### src/rtl/core/hff_pkg.sv
package hff_pkg;

    // Field limits
    localparam int unsigned MAX_CHARS = 64;
    localparam int unsigned MAX_PREC  = 62;

    // Word widths
    localparam int unsigned VAL_W   = 32;
    localparam int unsigned PREC_W  = 6;
    localparam int unsigned WIDTH_W = 7;
    localparam int unsigned POS_W   = 7;   // holds 0..MAX_CHARS
    localparam int unsigned CHAR_W  = 8;
    localparam int unsigned S_DATA_W = 56;
    localparam int unsigned M_DATA_W = 8;

    // ASCII codes
    localparam logic [CHAR_W-1:0] CH_SPACE   = 8'h20;
    localparam logic [CHAR_W-1:0] CH_ZERO    = 8'h30;
    localparam logic [CHAR_W-1:0] CH_X_LOWER = 8'h78;
    localparam logic [CHAR_W-1:0] CH_X_UPPER = 8'h58;
    localparam logic [CHAR_W-1:0] CH_A_LOWER = 8'h61;
    localparam logic [CHAR_W-1:0] CH_A_UPPER = 8'h41;

    // One conversion request as received
    typedef struct packed {
        logic [WIDTH_W-1:0] field_width;
        logic [PREC_W-1:0]  precision;
        logic               has_precision;
        logic               zero_pad;
        logic               alt_form;
        logic               left_justify;
        logic               uppercase;
        logic [VAL_W-1:0]   value;
    } conv_req_t;

    // Decoded conversion: character positions of each region
    typedef struct packed {
        logic               nonempty;
        logic [VAL_W-1:0]   value;
        logic               uppercase;
        logic [POS_W-1:0]   body_start;   // first prefix/digit position
        logic [POS_W-1:0]   digit_start;  // first digit position
        logic [POS_W-1:0]   body_end;     // one past the last digit
        logic [POS_W-1:0]   total;        // characters in the field
    } conv_job_t;

    // Hex digit to ASCII
    function automatic logic [CHAR_W-1:0] hex_char(input logic [3:0] nib, input logic upper);
        logic [CHAR_W-1:0] ext;
        ext = {4'd0, nib};
        if (nib < 4'd10) begin
            hex_char = CH_ZERO + ext;
        end else if (upper) begin
            hex_char = CH_A_UPPER + ext - 8'd10;
        end else begin
            hex_char = CH_A_LOWER + ext - 8'd10;
        end
    endfunction

endpackage

### src/rtl/core/hff_decode.sv
module hff_decode
    import hff_pkg::*;
(
    input  conv_req_t req,
    output conv_job_t job
);

    logic [WIDTH_W-1:0] width_sat;
    logic [PREC_W-1:0]  prec_sat;
    logic [3:0]         nib_cnt;
    logic [3:0]         hex_len;
    logic [POS_W-1:0]   ndig_prec;
    logic [POS_W-1:0]   ndig;
    logic [1:0]         pre_len;
    logic [POS_W-1:0]   pre_ext;
    logic [POS_W-1:0]   body;
    logic [POS_W-1:0]   pad;
    logic               value_nz;
    logic               zpad_on;

    // Saturate width and precision
    assign width_sat = (req.field_width > WIDTH_W'(MAX_CHARS)) ? WIDTH_W'(MAX_CHARS)
                                                                : req.field_width;
    assign prec_sat  = (req.precision > PREC_W'(MAX_PREC)) ? PREC_W'(MAX_PREC)
                                                            : req.precision;

    // Significant nibble count, at least one
    always_comb begin
        nib_cnt = 4'd1;
        for (int i = 1; i < 8; i++) begin
            if ((req.value >> (4 * i)) != '0) begin
                nib_cnt = 4'(i + 1);
            end
        end
    end

    assign value_nz = (req.value != '0);
    // zero value with zero precision prints no digits
    assign hex_len  = (req.has_precision && prec_sat == '0 && !value_nz) ? 4'd0 : nib_cnt;

    assign ndig_prec = (req.has_precision && POS_W'(prec_sat) > POS_W'(hex_len))
                       ? POS_W'(prec_sat) : POS_W'(hex_len);
    assign pre_len   = (req.alt_form && value_nz) ? 2'd2 : 2'd0;
    assign pre_ext   = POS_W'(pre_len);

    // Zero padding only without precision and right justified
    assign zpad_on = req.zero_pad && !req.has_precision && !req.left_justify
                     && (width_sat > pre_ext + ndig_prec);
    assign ndig    = zpad_on ? (width_sat - pre_ext) : ndig_prec;
    assign body    = pre_ext + ndig;
    assign pad     = (width_sat > body) ? (width_sat - body) : '0;

    always_comb begin
        job.value       = req.value;
        job.uppercase   = req.uppercase;
        job.body_start  = req.left_justify ? '0 : pad;
        job.digit_start = job.body_start + pre_ext;
        job.body_end    = job.body_start + body;
        job.total       = pad + body;
        job.nonempty    = (job.total != '0);
    end

endmodule

### src/rtl/core/hff_emitter.sv
module hff_emitter
    import hff_pkg::*;
(
    input  logic                aclk,
    input  logic                aresetn,
    input  logic                job_valid,
    input  conv_job_t           job,
    output logic                job_ready,
    output logic                m_tvalid,
    input  logic                m_tready,
    output logic [M_DATA_W-1:0] m_tdata,   // [7:0] char_out
    output logic                m_tlast    // last_char
);

    conv_job_t         job_reg;
    logic              busy_reg;
    logic [POS_W-1:0]  pos_reg;
    logic [POS_W-1:0]  pos_next;
    logic              out_valid_reg;
    logic [CHAR_W-1:0] out_char_reg;
    logic              out_last_reg;
    logic              emit;
    logic              is_last;
    logic              load;
    logic [POS_W-1:0]  dig_k;
    logic [CHAR_W-1:0] cur_char;

    // Output register free, current character goes out
    assign emit      = busy_reg && (!out_valid_reg || m_tready);
    assign is_last   = (pos_reg == job_reg.total - POS_W'(1));
    assign job_ready = !busy_reg || (emit && is_last);
    assign load      = job_valid && job_ready && job.nonempty;
    assign pos_next  = pos_reg + POS_W'(1);

    // Character at the current position
    assign dig_k = job_reg.body_end - POS_W'(1) - pos_reg;
    always_comb begin
        if (pos_reg < job_reg.body_start || pos_reg >= job_reg.body_end) begin
            cur_char = CH_SPACE;
        end else if (pos_reg < job_reg.digit_start) begin
            if (pos_reg == job_reg.body_start) begin
                cur_char = CH_ZERO;
            end else begin
                cur_char = job_reg.uppercase ? CH_X_UPPER : CH_X_LOWER;
            end
        end else if (dig_k < POS_W'(8)) begin
            cur_char = hex_char(job_reg.value[4*dig_k[2:0] +: 4], job_reg.uppercase);
        end else begin
            cur_char = CH_ZERO;
        end
    end

    // Job slot and position counter
    always_ff @(posedge aclk) begin
        if (!aresetn) begin
            busy_reg <= 1'b0;
            pos_reg  <= '0;
        end else begin
            if (load) begin
                busy_reg <= 1'b1;
                pos_reg  <= '0;
            end else if (emit) begin
                busy_reg <= !is_last;
                pos_reg  <= pos_next;
            end
        end
    end

    always_ff @(posedge aclk) begin
        if (load) begin
            job_reg <= job;
        end
    end

    // Output word register
    always_ff @(posedge aclk) begin
        if (!aresetn) begin
            out_valid_reg <= 1'b0;
        end else if (emit) begin
            out_valid_reg <= 1'b1;
        end else if (m_tready) begin
            out_valid_reg <= 1'b0;
        end
    end

    always_ff @(posedge aclk) begin
        if (emit) begin
            out_char_reg <= cur_char;
            out_last_reg <= is_last;
        end
    end

    assign m_tvalid = out_valid_reg;
    assign m_tdata  = out_char_reg;
    assign m_tlast  = out_last_reg;

`ifndef NO_ASSERTIONS
    a_pos_in_range: assert property (@(posedge aclk) disable iff (!aresetn)
        busy_reg |-> (pos_reg < job_reg.total))
        else $error("position beyond field length");

    a_load_restarts: assert property (@(posedge aclk) disable iff (!aresetn)
        load |=> (busy_reg && pos_reg == '0))
        else $error("new job did not start at position zero");

    a_last_frees: assert property (@(posedge aclk) disable iff (!aresetn)
        (emit && is_last && !load) |=> !busy_reg)
        else $error("job slot still busy after last word");

    a_no_empty_job: assert property (@(posedge aclk) disable iff (!aresetn)
        busy_reg |-> (job_reg.total != '0))
        else $error("empty conversion held in job slot");
`endif

endmodule

### src/rtl/core/hex_field_formatter.sv
// Path: input register, emitter job register, output register, then m_tdata.
// Throughput: one character per cycle unless m_tready stalls; a conversion holds
// the character emitter for its 1 to 64 characters, and one that prints nothing
// skips it. The single output character port sets the rate.
// Reset: aresetn synchronous, active low; clears all valid flags.
module hex_field_formatter
    import hff_pkg::*;
(
    input  logic                aclk,
    input  logic                aresetn,
    input  logic                s_tvalid,
    output logic                s_tready,
    // [31:0] value, [32] uppercase, [33] left_justify, [34] alt_form,
    // [35] zero_pad, [36] has_precision, [42:37] precision, [49:43] field_width
    input  logic [S_DATA_W-1:0] s_tdata,
    output logic                m_tvalid,
    input  logic                m_tready,
    output logic [M_DATA_W-1:0] m_tdata,   // [7:0] char_out
    output logic                m_tlast    // last_char
);

    localparam int unsigned REQ_W = $bits(conv_req_t);

    conv_req_t req_reg;
    logic      req_valid_reg;
    conv_job_t job;
    logic      job_ready;
    logic      req_move;

    // Input register
    assign req_move = req_valid_reg && job_ready;
    assign s_tready = !req_valid_reg || req_move;

    always_ff @(posedge aclk) begin
        if (!aresetn) begin
            req_valid_reg <= 1'b0;
        end else if (s_tready) begin
            req_valid_reg <= s_tvalid;
        end
    end

    always_ff @(posedge aclk) begin
        if (s_tvalid && s_tready) begin
            req_reg <= conv_req_t'(s_tdata[REQ_W-1:0]);
        end
    end

    hff_decode u_decode (
        .req (req_reg),
        .job (job)
    );

    hff_emitter u_emitter (
        .aclk      (aclk),
        .aresetn   (aresetn),
        .job_valid (req_valid_reg),
        .job       (job),
        .job_ready (job_ready),
        .m_tvalid  (m_tvalid),
        .m_tready  (m_tready),
        .m_tdata   (m_tdata),
        .m_tlast   (m_tlast)
    );

endmodule
### config.mk
export PLATFORM = sky130hd
export DESIGN_NAME = hex_field_formatter
export DESIGN_NICKNAME = d
export VERILOG_FILES = /design/src/rtl/core/hff_pkg.sv /design/src/rtl/core/hff_decode.sv /design/src/rtl/core/hff_emitter.sv /design/src/rtl/core/hex_field_formatter.sv
export SDC_FILE = /design/constraint.sdc
export NUM_CORES = 1
export LEC_CHECK = 0
export ABC_CLOCK_PERIOD_IN_PS = 28600
export BUFFER_PORTS_ARGS = -buffer_cell sky130_fd_sc_hd__buf_4
export CORE_ASPECT_RATIO = 0.7
export CORE_MARGIN = 5
export CORE_UTILIZATION = 60
export DETAILED_ROUTE_END_ITERATION = 6
export HOLD_SLACK_MARGIN = 0.15
export PLACE_DENSITY = 0.82
export SLEW_MARGIN = 20
export SYNTH_ARGS = -nofsm -noshare
export SYNTH_HDL_FRONTEND = slang
export SYNTH_SLANG_ARGS = --single-unit
### constraint.sdc
create_clock -name aclk -period 28.6 [get_ports aclk]
set_input_delay 2.86 -clock aclk [delete_from_list [all_inputs] [get_ports aclk]]
set_output_delay 2.86 -clock aclk [all_outputs]
set_load 0.02 [all_outputs]
==> flow_summary.json, run 1 <==
{
  "status": "finished, final reports clean",
  "finClkSkew_ns": 0.01405,
  "place_hpwl_microns": 12070,
  "rows": 34,
  "whs_ns": 0.4334,
  "cts_buffers": 17,
  "grt_overflow": 0,
  "syn_inst": 640,
  "critPathKind": "flip-flop to flip-flop",
  "cp_common_cell": "ha_1",
  "slew_viol_final": 0,
  "die_x_microns": 144.0,
  "regToRegSetupSlack_ns": 16.47,
  "grt_first_pass_wirelength_microns": 27410,
  "reg2reg_depth": 46,
  "vias": 5326,
  "yosysSeqAreaShare": 0.4965,
  "drt_iter0_drc": 440,
  "leakage_nw": 3.453,
  "cts_tree": "done",
  "ir_drop_v": 0.00004378,
  "cp-start-kind": "flip-flop",
  "n_antenna_cell": 0,
  "post_cts_buffers": 0,
  "htreeDepth": 4,
  "area_delta_synth_final_pct": 16.31,
  "antenna_found_initial": 0,
  "cp-startpoint": "req_reg[28]$_DFFE_PP_",
  "clock_sinks": 128,
  "grt_max_degree": 68,
  "initial_core_util": 0.6091,
  "place.gp.congestion": 0.9180,
  "setup_viol": 0,
  "place.port_buffers": 63,
  "worstReg2RegStart": "req_reg[28]$_DFFE_PP_",
  "routed_via_density": 6.032,
  "fmax_mhz": 82.43,
  "largest_reg_flops": 60,
  "nFillCells": 838,
  "worstSetupEndpointType": "flip-flop",
  "synth.cell_area_sq_mm": 0.007540,
  "clockBufferDepth": 2,
  "ys_types": 76,
  "cp.arrival_ns": 12.17,
  "final.period_utilization": 0.4242,
  "die_area_sq_mm": 0.01494,
  "crit_end": "u_emitter.job_reg[7]$_DFFE_PP_",
  "cts_root_buf": "clkbuf_16",
  "ys_ff_latch": 128,
  "synthTopCellsByArea": "edfxtp_1, ha_1, xnor2_1",
  "antenna_left": 0,
  "first_pass_iters": 5,
  "fin_tns_setup_ns": 0,
  "r2r-end": "u_emitter.job_reg[7]$_DFFE_PP_",
  "worst_pin_slew_ns": 0.8510,
  "syn_nets": 766,
  "die_h_microns": 103.8,
  "drc": 0,
  "clock_latency_ns": 0.42,
  "rsz0062_at_grt": "false",
  "finalHoldViolations": 0,
  "clkTransAtPathRegs_ns": 0.06,
  "yosysWarnings": 0,
  "hp-class": "flip-flop to flip-flop",
  "slew-limit-headroom": 0.4274,
  "period_needed_ns": 12.13,
  "crit_path_top_delay_cell": "or4_1",
  "cts.repair.resized": 0,
  "cap_viol_max_count": 0,
  "power.density_mw_per_mm2": 66.86,
  "wl_per_cell_microns": 19.27,
  "dp.cells": 851,
  "grt_pass1_vias": 5306,
  "synth_top_area_frac": 0.4700,
  "drive_gt1_frac": 0.1845,
  "nets": 834,
  "synth_edf_count": 118,
  "synthFlopType": "edfxtp_1",
  "async_flop_share": 0,
  "crit_path_max_incr_delay_ns": 0.72,
  "ioPinCount": 71,
  "synth.avg_cell_area_sq_um": 11.78,
  "holdBufCountCts": 0,
  "required_ns": 28.63,
  "yosysTopAreaCell": "edfxtp_1",
  "cp_max_fo": 67,
  "grtUsageTotal": 0.2353,
  "wl_microns": 17020,
  "core_area_sq_mm": 0.01238,
  "final-instance-count-excl-fill": 883
}
worst min path at each step:
stage                               start                               to  slack [ns]  cells past startpoint
finish              req_reg[32]$_DFFE_PP_  u_emitter.job_reg[28]$_DFFE_PP_        0.43                      0
global route        req_reg[30]$_DFFE_PP_  u_emitter.job_reg[59]$_DFFE_PP_        0.46                      0
CTS                 req_reg[32]$_DFFE_PP_  u_emitter.job_reg[28]$_DFFE_PP_        0.44                      0
detailed placement  req_reg[32]$_DFFE_PP_  u_emitter.job_reg[28]$_DFFE_PP_        0.42                      0
global placement    req_reg[32]$_DFFE_PP_  u_emitter.job_reg[28]$_DFFE_PP_        0.41                      0
floorplan           req_reg[32]$_DFFE_PP_  u_emitter.job_reg[28]$_DFFE_PP_        0.40                      0
through the flow:
step           total power, W  setup slack (ns)  utilization  cell area [sq um]
2_1_floorplan       0.0003286             16.76            -               7540
3_3_place_gp        0.0003548             17.54       0.6588               8155
3_5_place_dp        0.0003623             17.04       0.6588               8155
4_1_cts             0.0005867             16.68       0.7081               8766
5_1_grt             0.0006114             15.74       0.7084               8770
6_report            0.0005863             16.47       0.7084               8770
logic make-up after synthesis:
family          synth area share
fa+ha+maj                 0.1192
other cells            0.0004974
mux                      0.03618
buf+inv                  0.03784
xor+xnor                 0.06671
simple gates              0.1200
compound gates            0.1231
flops                     0.4965
Yosys cell counts (3+ instances only):
cell type / count
nand2b_4: 3
edfxtp_1: 118
nor4_1: 8
a211oi_1: 7
nor3_1: 16
mux4_2: 8
nand4_1: 7
nor4b_1: 3
or4_1: 4
a21o_1: 11
a31oi_1: 4
nand3_1: 6
nand2b_1: 9
and2_1: 7
o21a_1: 14
o31ai_1: 4
dfxtp_1: 10
nor2b_1: 13
ha_1: 62
a21oi_1: 30
clkbuf_1: 10
o211ai_1: 3
or2_2: 3
xor2_1: 13
o21ai_1: 3
o21bai_1: 6
nand2_1: 43
mux2i_1: 7
nor2_1: 41
inv_1: 54
o21ai_0: 19
xnor2_1: 40
fa_1: 4
per-layer routing:
metal / track usage / share of wire
met5: 0 / 0
met3: 0.05113 / 0.073
met1: 0.3176 / 0.42
met4: 0.06048 / 0.011
met2: 0.3868 / 0.50
where the power goes:
part / total [W] / internal, W / switching (W)
combinational: 0.000130 / 0.0000558 / 0.0000742
sequential: 0.000233 / 0.000224 / 0.00000881
clock: 0.000223 / 0.000138 / 0.0000847
area by class of cell:
type	count	area (sq um)	area share
multi-input combinational	442	3523	0.4018
timing repair buffer	64	480.5	0.05479
tap	162	202.7	0.02311
clock buffer	17	425.4	0.04851
sequential	128	3744	0.4269
clock inverter	15	185.2	0.02112
inverter	55	209.0	0.02383
placed cells by master, fill, tap and decap left out, types with 4 or more instances in the layout:
cell type and n:
mux2i_1 7, o31ai_1 4, edfxtp_1 118, nand2b_1 9, nand4_1 7, buf_4 64
a31oi_1 4, fa_1 4, nor2b_1 12, ha_1 62, and2_1 6, a211oi_1 7
dfxtp_1 10, a21oi_1 30, nor2_1 41, o21a_1 14, nand2_1 43, or4_1 4
nand3_1 6, o21bai_1 6, clkbuf_16 17, xor2_1 13, xnor2_1 40, a21o_1 11
mux4_2 8, nor3_1 16, nor4_1 8, o21ai_0 19, inv_1 54
worst max-delay path, delay by kind of cell (launching register included):
| family | cells | cell delay (ns) |
|---|---|---|
| xor+xnor | 2 | 0.43 |
| mux | 1 | 0.14 |
| buf+inv | 3 | 0.98 |
| compound gates | 17 | 4.55 |
| simple gates | 15 | 2.71 |
| fa+ha+maj | 8 | 2.50 |
| flops | 1 | 0.41 |
Power figures use the tool's default switching activity.
==> run 2, diff against run 1 <==
Settings changed: ABC_AREA set to 1, ABC_CLOCK_PERIOD_IN_PS 28600 to 11300.
Clock period 28.6 ns to 11.3 ns, I/O delays scaled along.
==> run 2 against run 1 <==
Effect of this change:
- critical path depth is 9 higher
- clock skew shrank 0.0033 ns
- sequential share of layout area down 0.067 points
- die area rose by 0.12%
- global-route usage shrank 0.88 points
- power grew to 2.6 times the previous value
- hold slack lost 0.0094 ns
- via count grew 6.2%
- flip-flop and latch count is the same
- synthesized cell count rose by 19%
- clock-buffer cell count rose by 2
- critical path type unchanged
- highest routed layer unchanged
==> flow_summary.json, run 2 <==
{
  "synthFlopType": "edfxtp_1",
  "switching_share": 0.3016,
  "n_antenna_cell": 0,
  "mostFrequentLayoutCells": "nand2_1, edfxtp_1, inv_1",
  "internal_power_w": 0.001045,
  "setup_viol": 0,
  "clockBufferDepth": 2,
  "wl_microns": 16210,
  "grt_max_degree": 51,
  "slew_viol_final": 0,
  "cp-startpoint": "req_reg[29]$_DFFE_PP_",
  "nets": 962,
  "syn_nets": 888,
  "ioPinCount": 71,
  "layout_commonest_cell": "nand2_1",
  "synth.avg_cell_area_sq_um": 9.908,
  "area_delta_synth_final_pct": 16.34,
  "switching_power_w": 0.0004511,
  "grt_first_pass_wirelength_microns": 26900,
  "worstSetupEndpointType": "flip-flop",
  "yosysTopAreaCell": "edfxtp_1",
  "initial_core_util": 0.6099,
  "crit_path_max_incr_delay_ns": 0.54,
  "cp_max_fo": 35,
  "crit_buf_inv": 8,
  "r2r-end": "u_emitter.job_reg[43]$_DFFE_PP_",
  "antenna_left": 0,
  "cts_tree": "done",
  "antenna_found_initial": 0,
  "vias": 5656,
  "power.sequential.fraction": 0.396,
  "finClkSkew_ns": 0.01080,
  "async_flop_share": 0,
  "holdBufCountCts": 0,
  "finalHoldViolations": 0,
  "synth_top_area_frac": 0.4693,
  "combPwrFrac": 0.238,
  "worstReg2RegStart": "req_reg[29]$_DFFE_PP_",
  "yosysSeqAreaShare": 0.4959,
  "htreeDepth": 4,
  "status": "finished, final reports clean",
  "ys_ff_latch": 128,
  "nFillCells": 864,
  "reg2reg_depth": 55,
  "first_pass_iters": 7,
  "die_area_sq_mm": 0.01496,
  "fin_tns_setup_ns": 0,
  "power.density_mw_per_mm2": 170.3,
  "rsz0062_at_grt": "false",
  "synthTopCellsByArea": "edfxtp_1, ha_1, nand2_1",
  "cp.arrival_ns": 9.90,
  "cp_common_cell": "nand2_1",
  "final.period_utilization": 0.8693,
  "drive_gt1_frac": 0.1991,
  "cts.repair.resized": 0,
  "worst_pin_slew_ns": 0.9040,
  "cpLargestDelayFamily": "simple AND/OR/NAND/NOR gates",
  "pwr-share-clk": 0.367,
  "clock_latency_ns": 0.41,
  "crit_path_top_delay_cell": "inv_2",
  "cts_root_buf": "clkbuf_16",
  "post_cts_buffers": 0,
  "ir_drop_v": 0.0002031,
  "leakage_nw": 3.831,
  "place.port_buffers": 63,
  "die_h_microns": 103.9,
  "grt_overflow": 0,
  "slew-limit-headroom": 0.3974,
  "total_power_w": 0.001496,
  "clkTransAtPathRegs_ns": 0.05,
  "core_area_sq_mm": 0.01238,
  "synth_edf_count": 118,
  "synth.cell_area_sq_mm": 0.007550,
  "synthTopCellsByCount": "nand2_1, edfxtp_1, inv_1",
  "regToRegSetupSlack_ns": 1.48,
  "cp-start-kind": "flip-flop",
  "drc": 0,
  "grtUsageTotal": 0.2264,
  "place.gp.congestion": 0.9490,
  "die_x_microns": 144.1,
  "critPathKind": "flip-flop to flip-flop",
  "wl_per_cell_microns": 16.03,
  "grt_pass1_vias": 5486,
  "whs_ns": 0.4240,
  "crit_cells": 55,
  "cts_buffers": 17,
  "fmax_mhz": 101.8,
  "cap_viol_max_count": 0,
  "drt_iter0_drc": 466,
  "required_ns": 11.37,
  "synth.most_common_cell": "nand2_1",
  "period_needed_ns": 9.823,
  "syn_inst": 762,
  "crit_end": "u_emitter.job_reg[43]$_DFFE_PP_",
  "clock_sinks": 128,
  "largest_reg_flops": 60,
  "hp-class": "flip-flop to flip-flop",
  "ys_types": 60,
  "routed_via_density": 5.594,
  "post-route-util": 0.7095,
  "yosysWarnings": 0,
  "rows": 34,
  "place_hpwl_microns": 12210
}
## run 2: cell type report
| type | count | area, sq um | share of cell area |
|---|---|---|---|
| timing repair buffer | 64 | 480.5 | 0.05470 |
| tap | 162 | 202.7 | 0.02308 |
| inverter | 113 | 430.4 | 0.04900 |
| sequential | 128 | 3744 | 0.4262 |
| clock buffer | 19 | 432.9 | 0.04929 |
| clock inverter | 13 | 161.4 | 0.01838 |
| multi-input combinational | 512 | 3332 | 0.3793 |
## run 2: power groups by stage
stage	combinational (W)	clock (W)	sequential, W
floorplan	0.000257	0	0.000595
global placement	0.000326	0	0.000599
detailed placement	0.000345	0	0.000601
CTS	0.000351	0.000554	0.000591
global route	0.000398	0.000579	0.000595
finish	0.000356	0.000548	0.000592
## run 2: cells by family (layout without fill, tap and decap cells)
group	Yosys count	count (layout)	share of synthesized area
buf+inv	122	209	0.06281
flops	128	128	0.4959
xor+xnor	35	35	0.04160
fa+ha+maj	66	66	0.1134
compound gates	95	95	0.07392
simple gates	315	315	0.2120
other cells	1	1	0.0004967
## run 2: worst register-to-register path: cells and delay by family (launching register included)
| kind | cells | cell delay (ns) |
|---|---|---|
| compound gates | 8 | 1.30 |
| xor+xnor | 2 | 0.30 |
| fa+ha+maj | 8 | 2.28 |
| buf+inv | 8 | 1.58 |
| flops | 1 | 0.40 |
| simple gates | 29 | 3.62 |
## run 2: through the flow
| step | instances | cell area [sq um] | setup slack [ns] |
|---|---|---|---|
| CTS | 1011 | 8782 | 1.548 |
| finish | 1011 | 8783 | 1.477 |
| detailed placement | 979 | 8188 | 1.654 |
| floorplan | 762 | 7550 | 2.591 |
| global placement | 979 | 8188 | 2.049 |
| global route | 1011 | 8783 | 0.5642 |
## run 2: worst min-delay path by stage
stage | slack [ns] | from | to | depth (start not counted)
floorplan | 0.40 | req_reg[32]$_DFFE_PP_ | u_emitter.job_reg[28]$_DFFE_PP_ | 0
global placement | 0.42 | req_reg[32]$_DFFE_PP_ | u_emitter.job_reg[28]$_DFFE_PP_ | 0
CTS | 0.43 | req_reg[32]$_DFFE_PP_ | u_emitter.job_reg[28]$_DFFE_PP_ | 0
detailed placement | 0.42 | req_reg[32]$_DFFE_PP_ | u_emitter.job_reg[28]$_DFFE_PP_ | 0
finish | 0.42 | req_reg[32]$_DFFE_PP_ | u_emitter.job_reg[28]$_DFFE_PP_ | 0
global route | 0.43 | req_reg[32]$_DFFE_PP_ | u_emitter.job_reg[28]$_DFFE_PP_ | 0
## run 2: metal layers
metal / vias to the layer above / GRT usage / wire length (microns)
met4: 0 / 0.05175 / 195
met5: - / 0 / 0
li1: 2761 / - / -
met3: 20 / 0.04871 / 1263
met1: 2631 / 0.3238 / 7200
met2: 244 / 0.3556 / 7548
==> run 3, diff against run 2 <==
Settings changed: ABC_CLOCK_PERIOD_IN_PS 11300 to 8870, CORE_UTILIZATION 60 to 54, PLACE_DENSITY 0.82 to 0.78.
Clock period 11.3 ns to 8.87 ns, I/O delays scaled along.
==> run 3 against run 2 <==
Effect of this change:
- combinational power rose by 32%
- critical path depth rose by 2
- flip-flop and latch count did not move
- critical path type unchanged
- largest power group is now the clock network
==> flow_summary.json, run 3 (synthesized netlist as in run 2, its figures left out) <==
{
  "antenna_left": 0,
  "pre_cts_ws_ns": 0.2253,
  "grt_first_pass_wirelength_microns": 26160,
  "layout_commonest_cell": "nand2_1",
  "whs_path_depth": 0,
  "drt_iter0_drc": 453,
  "rows": 36,
  "combPwrFrac": 0.238,
  "drive_gt1_frac": 0.2346,
  "finalHoldViolations": 0,
  "antenna_found_initial": 0,
  "internal_power_w": 0.001399,
  "power.sequential.fraction": 0.381,
  "grt_pass1_vias": 5404,
  "min_to": "u_emitter.job_reg[32]$_DFFE_PP_",
  "place_hpwl_microns": 11840,
  "final.period_utilization": 0.9278,
  "ir_drop_v": 0.0001515,
  "worst_slack_ns": 0.6404,
  "cap_viol_max_count": 0,
  "cts_buffers": 17,
  "critPathKind": "flip-flop to flip-flop",
  "leakage_nw": 3.951,
  "die_h_microns": 108.9,
  "first_pass_iters": 5,
  "crit_path_max_incr_delay_ns": 0.40,
  "power.density_mw_per_mm2": 217.5,
  "period_needed_ns": 8.230,
  "worstReg2RegStart": "req_reg[5]$_DFFE_PP_",
  "fmax_mhz": 121.5,
  "ioPinCount": 71,
  "regToRegSetupSlack_ns": 0.64,
  "finClkSkew_ns": 0.008444,
  "mostFrequentLayoutCells": "nand2_1, edfxtp_1, inv_1",
  "reg2reg_depth": 57,
  "required_ns": 8.99,
  "grtUsageTotal": 0.2080,
  "n_antenna_cell": 0,
  "hold_start": "req_reg[3]$_DFFE_PP_",
  "vias": 5591,
  "status": "finished, final reports clean",
  "cts_tree": "done",
  "cp_common_cell": "nand2_1",
  "pwr-share-clk": 0.382,
  "switching_share": 0.2947,
  "clockBufferDepth": 2,
  "fin_tns_setup_ns": 0,
  "clock_sinks": 128,
  "setup_viol": 0,
  "wl_per_cell_microns": 15.91,
  "largest_reg_flops": 60,
  "switching_power_w": 0.0005843,
  "core_area_sq_mm": 0.01383,
  "worstSetupEndpointType": "flip-flop",
  "worst_pin_slew_ns": 0.8825,
  "initial_core_util": 0.5460,
  "clkTransAtPathRegs_ns": 0.06,
  "die_area_sq_mm": 0.01648,
  "post-route-util": 0.6592,
  "final-instance-count-excl-fill": 1051,
  "grt_overflow": 0,
  "htreeDepth": 4,
  "total_power_w": 0.001983,
  "routed_via_density": 5.320,
  "area_delta_synth_final_pct": 20.75,
  "drc": 0,
  "cp.arrival_ns": 8.35,
  "wl_microns": 16720,
  "place.port_buffers": 63,
  "r2r-end": "u_emitter.job_reg[16]$_DFFE_PP_",
  "cts_root_buf": "clkbuf_16",
  "die_x_microns": 151.3,
  "nets": 975,
  "clock_latency_ns": 0.41,
  "grt_max_degree": 51,
  "place.gp.congestion": 0.9024,
  "dp.cells": 1013,
  "slew-limit-headroom": 0.4117,
  "cp_max_fo": 12,
  "hp-class": "flip-flop to flip-flop",
  "cp-start-kind": "flip-flop",
  "crit_path_top_delay_cell": "edfxtp_1",
  "slew_viol_final": 0
}
run 3: changes by cell type in the layout (fill, tap and decap cells not counted), moves of 3 or more:
cell    change
ha_2        +3
nor2_2      +4
nor2_1      -4
ha_1        -4
nor4_1      -3
buf_4       +9
run 3: power by group through the flow:
stage	clock network (W)	registers [W]	logic, W
after floorplan	0	0.000758	0.000328
after global placement	0	0.000763	0.000430
after detailed placement	0	0.000765	0.000442
after CTS	0.000765	0.000754	0.000451
after global routing	0.000799	0.000759	0.000525
final	0.000757	0.000754	0.000471
run 3: layout make-up:
class                   count  area (sq um)
clock buffers              17         425.4
clock inverters            14         214.0
fillers                  1021          4712
inverters                 113         437.9
multi-input cells         512          3430
flip-flops and latches    128          3744
well taps                 190         237.7
repair buffers             77         628.1
run 3: worst max-delay path: cells and delay by family (launching register included):
kind            cells  cell delay [ns]
xor+xnor            2             0.30
fa+ha+maj           7             1.73
simple gates       27             2.77
flops               1             0.40
buf+inv            12             1.16
compound gates      9             1.53
run 3: worst max-delay path by stage:
stage                           from                              end  slack [ns]  cells past startpoint
3_5_place_dp   req_reg[23]$_DFFE_PP_  u_emitter.job_reg[59]$_DFFE_PP_        0.23                     53
3_3_place_gp   req_reg[23]$_DFFE_PP_  u_emitter.job_reg[57]$_DFFE_PP_        0.39                     53
4_1_cts        req_reg[23]$_DFFE_PP_  u_emitter.job_reg[43]$_DFFE_PP_        0.09                     52
2_1_floorplan  req_reg[29]$_DFFE_PP_   u_emitter.job_reg[0]$_DFFE_PP_        0.16                     52
6_report        req_reg[5]$_DFFE_PP_  u_emitter.job_reg[16]$_DFFE_PP_        0.64                     57
5_1_grt         req_reg[5]$_DFFE_PP_  u_emitter.job_reg[16]$_DFFE_PP_       -0.06                     57
run 3: metal layers:
| layer | global-route usage | vias up | wire, microns | share of wire |
|---|---|---|---|---|
| met5 | 0 | - | 0 | 0 |
| met4 | 0.05627 | 0 | 311 | 0.019 |
| met3 | 0.05193 | 35 | 1308 | 0.078 |
| met2 | 0.3233 | 219 | 7581 | 0.45 |
| met1 | 0.2928 | 2560 | 7519 | 0.45 |
| li1 | - | 2777 | - | - |
run 3: through the flow:
step | hold WS [ns] | cell area (sq um)
finish | 0.4416 | 9116
detailed placement | 0.4255 | 8293
floorplan | 0.4003 | 7550
CTS | 0.4444 | 8932
global route | 0.4580 | 9116
global placement | 0.4256 | 8293
run 3: repair_timing:
action	CTS	global route
setup buffers	0	6
setup endpoints to repair	0	71
resized for setup	0	28
hold buffers	0	0
